===== config.mk =====
export PLATFORM = sky130hd
export DESIGN_NAME = button_gesture_classifier
export DESIGN_NICKNAME = d
export VERILOG_FILES = /design/src/rtl/core/bgc_pkg.sv /design/src/rtl/core/button_gesture_classifier.sv
export SDC_FILE = /design/constraint.sdc
export NUM_CORES = 1
export LEC_CHECK = 0
export ABC_AREA = 1
export BUFFER_PORTS_ARGS = -buffer_cell sky130_fd_sc_hd__buf_4
export CAP_MARGIN = 25
export CORE_MARGIN = 3
export CORE_UTILIZATION = 52
export CTS_CLUSTER_DIAMETER = 60
export DETAILED_ROUTE_END_ITERATION = 10
export PLACE_DENSITY = 0.72
export SKIP_CTS_REPAIR_TIMING = 1
export SLEW_MARGIN = 10
export SYNTH_ARGS = -nofsm -noshare
export SYNTH_HDL_FRONTEND = slang
export SYNTH_SLANG_ARGS = --single-unit

===== constraint.sdc =====
create_clock -name clk -period 2.8 [get_ports clk]
set_input_delay 0.14 -clock clk [delete_from_list [all_inputs] [get_ports clk]]
set_output_delay 0.14 -clock clk [all_outputs]
set_load 0.02 [all_outputs]

===== src/rtl/core/bgc_pkg.sv =====
// Shared widths, gesture codes and register indexes of the button gesture classifier.
// No dependencies; imported by the top level and its checker.
package bgc_pkg;

  localparam int CNT_W  = 16;                       // elapsed and confirm counter width
  localparam int CFG_W  = 16;                       // configuration register width
  localparam int CMP_W  = (CNT_W > CFG_W) ? CNT_W : CFG_W;
  localparam int IDX_W  = 3;                        // configuration index width
  localparam int CLK_W  = 3;                        // click counter width
  localparam int GEST_W = 3;
  localparam int IN_TDATA_W  = 8;
  localparam int OUT_TDATA_W = 8;

  localparam logic [CNT_W-1:0] CNT_MAX  = {CNT_W{1'b1}};
  localparam logic [CLK_W-1:0] CLK_MAX  = {CLK_W{1'b1}};
  localparam logic [CLK_W-1:0] CLK_FIVE = CLK_W'(5);
  localparam logic [CLK_W-1:0] CLK_TWO  = CLK_W'(2);
  localparam logic [CLK_W-1:0] CLK_ONE  = CLK_W'(1);

  typedef enum logic [GEST_W-1:0] {
    GEST_SHORT     = 3'd0,
    GEST_DOUBLE    = 3'd1,
    GEST_FIVE      = 3'd2,
    GEST_ACTIVATE  = 3'd3,
    GEST_PROVISION = 3'd4,
    GEST_FACTORY   = 3'd5
  } gesture_t;

  typedef enum logic [IDX_W-1:0] {
    REG_FACTORY   = 3'd0,
    REG_PROVISION = 3'd1,
    REG_ACTIVATE  = 3'd2,
    REG_DEBOUNCE  = 3'd3,
    REG_WINDOW    = 3'd4
  } reg_idx_t;

  localparam logic [CFG_W-1:0] FACTORY_RST   = CFG_W'(15000);
  localparam logic [CFG_W-1:0] PROVISION_RST = CFG_W'(10000);
  localparam logic [CFG_W-1:0] ACTIVATE_RST  = CFG_W'(5000);
  localparam logic [CFG_W-1:0] DEBOUNCE_RST  = CFG_W'(50);
  localparam logic [CFG_W-1:0] WINDOW_RST    = CFG_W'(450);

endpackage


===== src/rtl/core/button_gesture_classifier.sv =====
// Button gesture classifier top level: hold timing, multi-click counting, result register.
// Depends on bgc_pkg for widths, gesture codes and register indexes.
//
//  channel   | dir | handshake                  | payload
//  ----------+-----+----------------------------+---------------------------------
//  s_axis    | in  | s_axis_tvalid/s_axis_tready | tdata[0] button_pressed
//  m_axis    | out | m_axis_tvalid/m_axis_tready | tdata[2:0] gesture
//  cfg       | in  | cfg_we (no wait)            | cfg_index, cfg_data[15:0]
//
// One sample beat per cycle unless stalled; each gives zero or one gesture beat next cycle.
// The whole update of phase and counters is one combinational pass into the state registers.
// s_axis_tready is high whenever the result register is empty or being drained this cycle.
// rst is synchronous: phase idle, counters zero, registers at their defaults, no result.
// A stalled result holds m_axis_tdata steady and blocks sample beats until it is taken.
module button_gesture_classifier (
  input  logic                           clk,
  input  logic                           rst,
  input  logic                           s_axis_tvalid,
  output logic                           s_axis_tready,
  input  logic [bgc_pkg::IN_TDATA_W-1:0] s_axis_tdata,   // [0] button_pressed, rest zero
  output logic                           m_axis_tvalid,
  input  logic                           m_axis_tready,
  output logic [bgc_pkg::OUT_TDATA_W-1:0] m_axis_tdata,  // [2:0] gesture, rest zero
  input  logic                           cfg_we,
  input  logic [bgc_pkg::IDX_W-1:0]      cfg_index,
  input  logic [bgc_pkg::CFG_W-1:0]      cfg_data
);
  import bgc_pkg::*;

  typedef enum logic [2:0] {
    PH_IDLE      = 3'd0,
    PH_HOLD      = 3'd1,
    PH_WINDOW    = 3'd2,
    PH_CONFIRM   = 3'd3,
    PH_CLICKHELD = 3'd4
  } phase_t;

  // Configuration registers.
  logic [CFG_W-1:0] factory_hold;
  logic [CFG_W-1:0] provision_hold;
  logic [CFG_W-1:0] activate_hold;
  logic [CFG_W-1:0] debounce;
  logic [CFG_W-1:0] click_window;

  // Gesture state.
  phase_t           phase, phase_next;
  logic [CNT_W-1:0] elapsed, elapsed_next;
  logic [CNT_W-1:0] confirm, confirm_next;
  logic [CLK_W-1:0] clicks, clicks_next;

  // Result register.
  logic             out_valid;
  gesture_t         gesture;
  logic             emit;
  gesture_t         emit_gesture;

  logic             accept;
  logic             pressed;
  logic [CNT_W-1:0] elapsed_inc;
  logic [CNT_W-1:0] confirm_inc;
  logic [CLK_W-1:0] clicks_inc;
  logic [CMP_W-1:0] elapsed_cmp;
  logic [CMP_W-1:0] confirm_inc_cmp;

  // Take a new sample whenever the result register is free or drains this cycle.
  assign s_axis_tready = !out_valid || m_axis_tready;
  assign accept        = s_axis_tvalid && s_axis_tready;
  assign pressed       = s_axis_tdata[0];

  assign m_axis_tvalid = out_valid;
  assign m_axis_tdata  = {(OUT_TDATA_W - GEST_W)'(0), gesture};

  // Saturating increments.
  assign elapsed_inc = (elapsed == CNT_MAX) ? CNT_MAX : elapsed + 1'b1;
  assign confirm_inc = (confirm == CNT_MAX) ? CNT_MAX : confirm + 1'b1;
  assign clicks_inc  = (clicks == CLK_MAX) ? CLK_MAX : clicks + 1'b1;

  assign elapsed_cmp     = CMP_W'(elapsed);
  assign confirm_inc_cmp = CMP_W'(confirm_inc);

  always_comb begin
    phase_next   = phase;
    elapsed_next = elapsed;
    confirm_next = confirm;
    clicks_next  = clicks;
    emit         = 1'b0;
    emit_gesture = GEST_SHORT;
    unique case (phase)
      PH_HOLD: begin
        if (pressed) begin
          elapsed_next = elapsed_inc;
        end else begin
          // Release: longest threshold wins, then open the window, else drop noise.
          phase_next = PH_IDLE;
          if (elapsed_cmp >= CMP_W'(factory_hold)) begin
            emit         = 1'b1;
            emit_gesture = GEST_FACTORY;
          end else if (elapsed_cmp >= CMP_W'(provision_hold)) begin
            emit         = 1'b1;
            emit_gesture = GEST_PROVISION;
          end else if (elapsed_cmp >= CMP_W'(activate_hold)) begin
            emit         = 1'b1;
            emit_gesture = GEST_ACTIVATE;
          end else if (elapsed_cmp >= CMP_W'(debounce)) begin
            phase_next   = PH_WINDOW;
            clicks_next  = CLK_ONE;
            elapsed_next = '0;
          end
        end
      end
      PH_WINDOW: begin
        if (elapsed_cmp >= CMP_W'(click_window)) begin
          // Window ran out: the sample of this beat is ignored.
          phase_next   = PH_IDLE;
          emit         = 1'b1;
          emit_gesture = (clicks == CLK_TWO) ? GEST_DOUBLE : GEST_SHORT;
        end else begin
          elapsed_next = elapsed_inc;
          if (pressed) begin
            confirm_next = '0;
            if (debounce == '0) begin
              clicks_next = clicks_inc;
              phase_next  = PH_CLICKHELD;
            end else begin
              phase_next = PH_CONFIRM;
            end
          end
        end
      end
      PH_CONFIRM: begin
        // Window timer keeps running while the new press is confirmed.
        elapsed_next = elapsed_inc;
        confirm_next = confirm_inc;
        if (confirm_inc_cmp >= CMP_W'(debounce)) begin
          if (pressed) begin
            clicks_next = clicks_inc;
            phase_next  = PH_CLICKHELD;
          end else begin
            phase_next = PH_WINDOW;
          end
        end
      end
      PH_CLICKHELD: begin
        if (!pressed) begin
          elapsed_next = '0;
          if (clicks >= CLK_FIVE) begin
            phase_next   = PH_IDLE;
            emit         = 1'b1;
            emit_gesture = GEST_FIVE;
          end else begin
            phase_next = PH_WINDOW;
          end
        end
      end
      default: begin
        // Idle and any unused code behave as idle.
        phase_next = PH_IDLE;
        if (pressed) begin
          phase_next   = PH_HOLD;
          elapsed_next = CNT_W'(1);
          confirm_next = '0;
          clicks_next  = '0;
        end
      end
    endcase
  end

  always_ff @(posedge clk) begin
    if (rst) begin
      factory_hold   <= FACTORY_RST;
      provision_hold <= PROVISION_RST;
      activate_hold  <= ACTIVATE_RST;
      debounce       <= DEBOUNCE_RST;
      click_window   <= WINDOW_RST;
      phase          <= PH_IDLE;
      elapsed        <= '0;
      confirm        <= '0;
      clicks         <= '0;
      out_valid      <= 1'b0;
    end else begin
      if (cfg_we) begin
        unique case (cfg_index)
          REG_FACTORY:   factory_hold   <= cfg_data;
          REG_PROVISION: provision_hold <= cfg_data;
          REG_ACTIVATE:  activate_hold  <= cfg_data;
          REG_DEBOUNCE:  debounce       <= cfg_data;
          REG_WINDOW:    click_window   <= cfg_data;
          default: ;
        endcase
      end
      // Advance the gesture state on each accepted sample beat.
      if (accept) begin
        phase   <= phase_next;
        elapsed <= elapsed_next;
        confirm <= confirm_next;
        clicks  <= clicks_next;
      end
      // Load a new result or drop the one just taken.
      if (accept && emit) begin
        out_valid <= 1'b1;
        gesture   <= emit_gesture;
      end else if (m_axis_tready) begin
        out_valid <= 1'b0;
      end
    end
  end

endmodule


==> qor.yml <==
viasPerCell: 5.28
totalWireLength_mm: 20.0
finalInstanceArea_sq_um: 9460
n_antenna_cell: 0
ys.flop_type: "dfxtp_1"
syn_inst: 1138
vias: 7364
cts-htree-levels: 4
cts_tree: "built"
cp_max_fo: 7
p_switching_w: 0.00139
first_pass_iters: 5
clk_latency_ps: 430
drive_gt1_frac: 0.153
max_freq_mhz: 342
cap_violations: 0
synth_area_sq_um: 7840
grt-ovfl-total: 0
root_buffer: "clkbuf_16"
route.detailed.drc: 0
avgSynthCellArea_sq_um: 6.89
num_rows: 44
crit_type: "flip-flop to flip-flop"
gp_congestion: 0.855
placed_cell_area_sq_um: 8430
cts.path.max_buffers: 2
yosysMostFrequentCell: "nand2_1"
sw_frac_of_total: 0.277
synthArstFlopShare: 0
maxSlewViolCount: 0
coreArea_sq_um: 14600
violations: "hold timing, setup timing"
cts_sinks: 122
grt_pass1_wl_mm: 31.7
yosys.area.top_type: "dfxtp_1"
p_leak_nw: 4.49
final_nets: 1333
dp.cells: 1356
grt_pass1_vias: 6667
r2r_slack_ps: -120
period_minus_slack_ps: 2920
clockPowerShare: 0.470
setup_viol: 6
p_int_w: 0.00364
ir_drop_v: 0.000426
slew_headroom: 0.470
worstPathRequired_ps: 3100
outcome: "complete, but fails checks"
worstSetupEndpointType: "flip-flop"
setup_slack_ps: -125
synthTopCellsByArea: "dfxtp_1 30%, ha_1 16%, nand2_1 13%"
grt_usage: 0.238
post-dp-hpwl_mm: 13.8
skew_ps: 7.81
stdcell_count: 1396
port_buffers: 29
die_w_um: 129
finalHoldViolations: 6
power_frac_comb: 0.159
holdCritPathClass: "input pin to flip-flop"
wl_per_cell_um: 14.3
antenna_found_initial: 0
rsz0062_at_grt: "true"
p_per_area_nw_per_um2: 532
tightest_slew_ps: 795
hold_ws_ps: -15.7
die_h_um: 129
antenna_left: 0
synth_warnings: 0
path_clk_slew_ps: 60
yosys-top-cells-count: "271 x nand2_1, 142 x inv_1, 123 x a21oi_1"
finalCritPeriodShare: 1.04
die-area_sq_um: 16600
path_common_cell: "nand2_1"
drtIter0Drc: 454
cp-start-kind: "flip-flop"
synth.distinct_cells: 40
floorplan.initialDensity: 0.535
path_cells: "ha_4, nand2_4, nor2_4, nand3_4, nor3_4, nand4_4, inv_4, nor2_2, ha_1, nand2_1, nor2_1, nand2_1, nand2_1, nor2_1, nand2_1, nand2_2, nand2_2, nand3b_1, nor2_2, inv_2, nand2_2, a21oi_2"
critPathSlowestCell: "dfxtp_4"
synth_top_area_frac: 0.304
ios: 42
ys_ff_latch: 122
dp_slack_ps: -145
area_delta_synth_final_pct: 20.7
cts_buffers: 17
cpPeakStageDelay_ps: 370
synth_edf_count: 3
grt_max_degree: 86
synth-seq-area-share: 0.315
seqPwrFrac: 0.370
crit_arrival_ps: 3230
==> worst paths after layout <==
path | cells past startpoint | endpoint | from
setup / recovery | 22 | phase[1]$_SDFFE_PP0P_ | confirm[1]$_SDFFE_PP0P_
hold / removal | 3 | click_window[8]$_SDFFE_PP1P_ | cfg_data[8]
setup reg to reg | 22 | phase[1]$_SDFFE_PP0P_ | confirm[1]$_SDFFE_PP0P_
hold reg to reg | 2 | activate_hold[11]$_SDFFE_PP0P_ | activate_hold[11]$_SDFFE_PP0P_
==> layout make-up <==
type | count | area [sq um]
tap | 184 | 230
clock buffer | 19 | 453
sequential | 122 | 2480
fill | 1286 | 5180
clock inverter | 12 | 169
multi-input combinational | 823 | 4910
timing repair buffer | 77 | 618
inverter | 159 | 599
==> placed cells by master, fill, tap and decap left out, types with 23 or more instances in the layout <==
| cell type | n |
|---|---|
| o211ai_1 | 23 |
| nor2_1 | 99 |
| o21ai_0 | 81 |
| ha_1 | 93 |
| nand2_1 | 258 |
| dfxtp_1 | 114 |
| a21oi_1 | 119 |
| nand3_1 | 23 |
| buf_4 | 67 |
| inv_1 | 140 |
==> power groups by stage <==
stage | clock network, W | registers (W) | logic [W]
after floorplan | 0 | 0.00189 | 0.000534
after global placement | 0 | 0.00190 | 0.000747
after detailed placement | 0 | 0.00190 | 0.000765
after CTS | 0.00238 | 0.00186 | 0.000775
after global routing | 0.00245 | 0.00187 | 0.000925
final | 0.00237 | 0.00186 | 0.000802
==> logic make-up (layout without fill, tap and decap cells) <==
family / Yosys count / count (layout) / synth area share
other: 1 / 5 / 0.000478
adders and majority gates: 101 / 101 / 0.161
AOI/OAI and AO/OA: 250 / 250 / 0.170
xor gates and xnor gates: 13 / 13 / 0.0145
buffers and inverters: 197 / 267 / 0.0988
and+or+nand+nor: 454 / 454 / 0.240
DFF: 122 / 122 / 0.315
==> registers in the layout (all words and copies together) (netlist names) <==
| name | count |
|---|---|
| provision_hold | 16 |
| debounce | 16 |
| clicks | 3 |
| click_window | 16 |
| activate_hold | 16 |
| factory_hold | 16 |
| confirm | 16 |
| phase | 3 |
| elapsed | 16 |
| m_axis_tvalid | 1 |
| gesture | 3 |
==> per-layer routing <==
| metal | GRT usage | wire [um] | vias to the layer above |
|---|---|---|---|
| li1 | - | - | 3833 |
| met1 | 0.321 | 9470 | 3329 |
| met2 | 0.388 | 9320 | 169 |
| met3 | 0.0477 | 850 | 33 |
| met4 | 0.0649 | 344 | 0 |
| met5 | 0 | 0 | - |
==> per-stage QoR <==
stage,utilization,setup TNS (ps),total power (W)
2_1_floorplan,-,0,0.00243
3_3_place_gp,0.576,-538,0.00265
3_5_place_dp,0.576,-837,0.00267
4_1_cts,0.618,-1160,0.00502
5_1_grt,0.646,-1790,0.00525
6_report,0.646,-587,0.00503
==> worst max-delay path: cells and delay by family, from the launching register on <==
kind	cells	cell delay, ps
simple gates	17	1750
flops	1	370
compound gates	1	50
buf+inv	2	210
fa+ha+maj	2	430
Power figures use the tool's default switching activity.
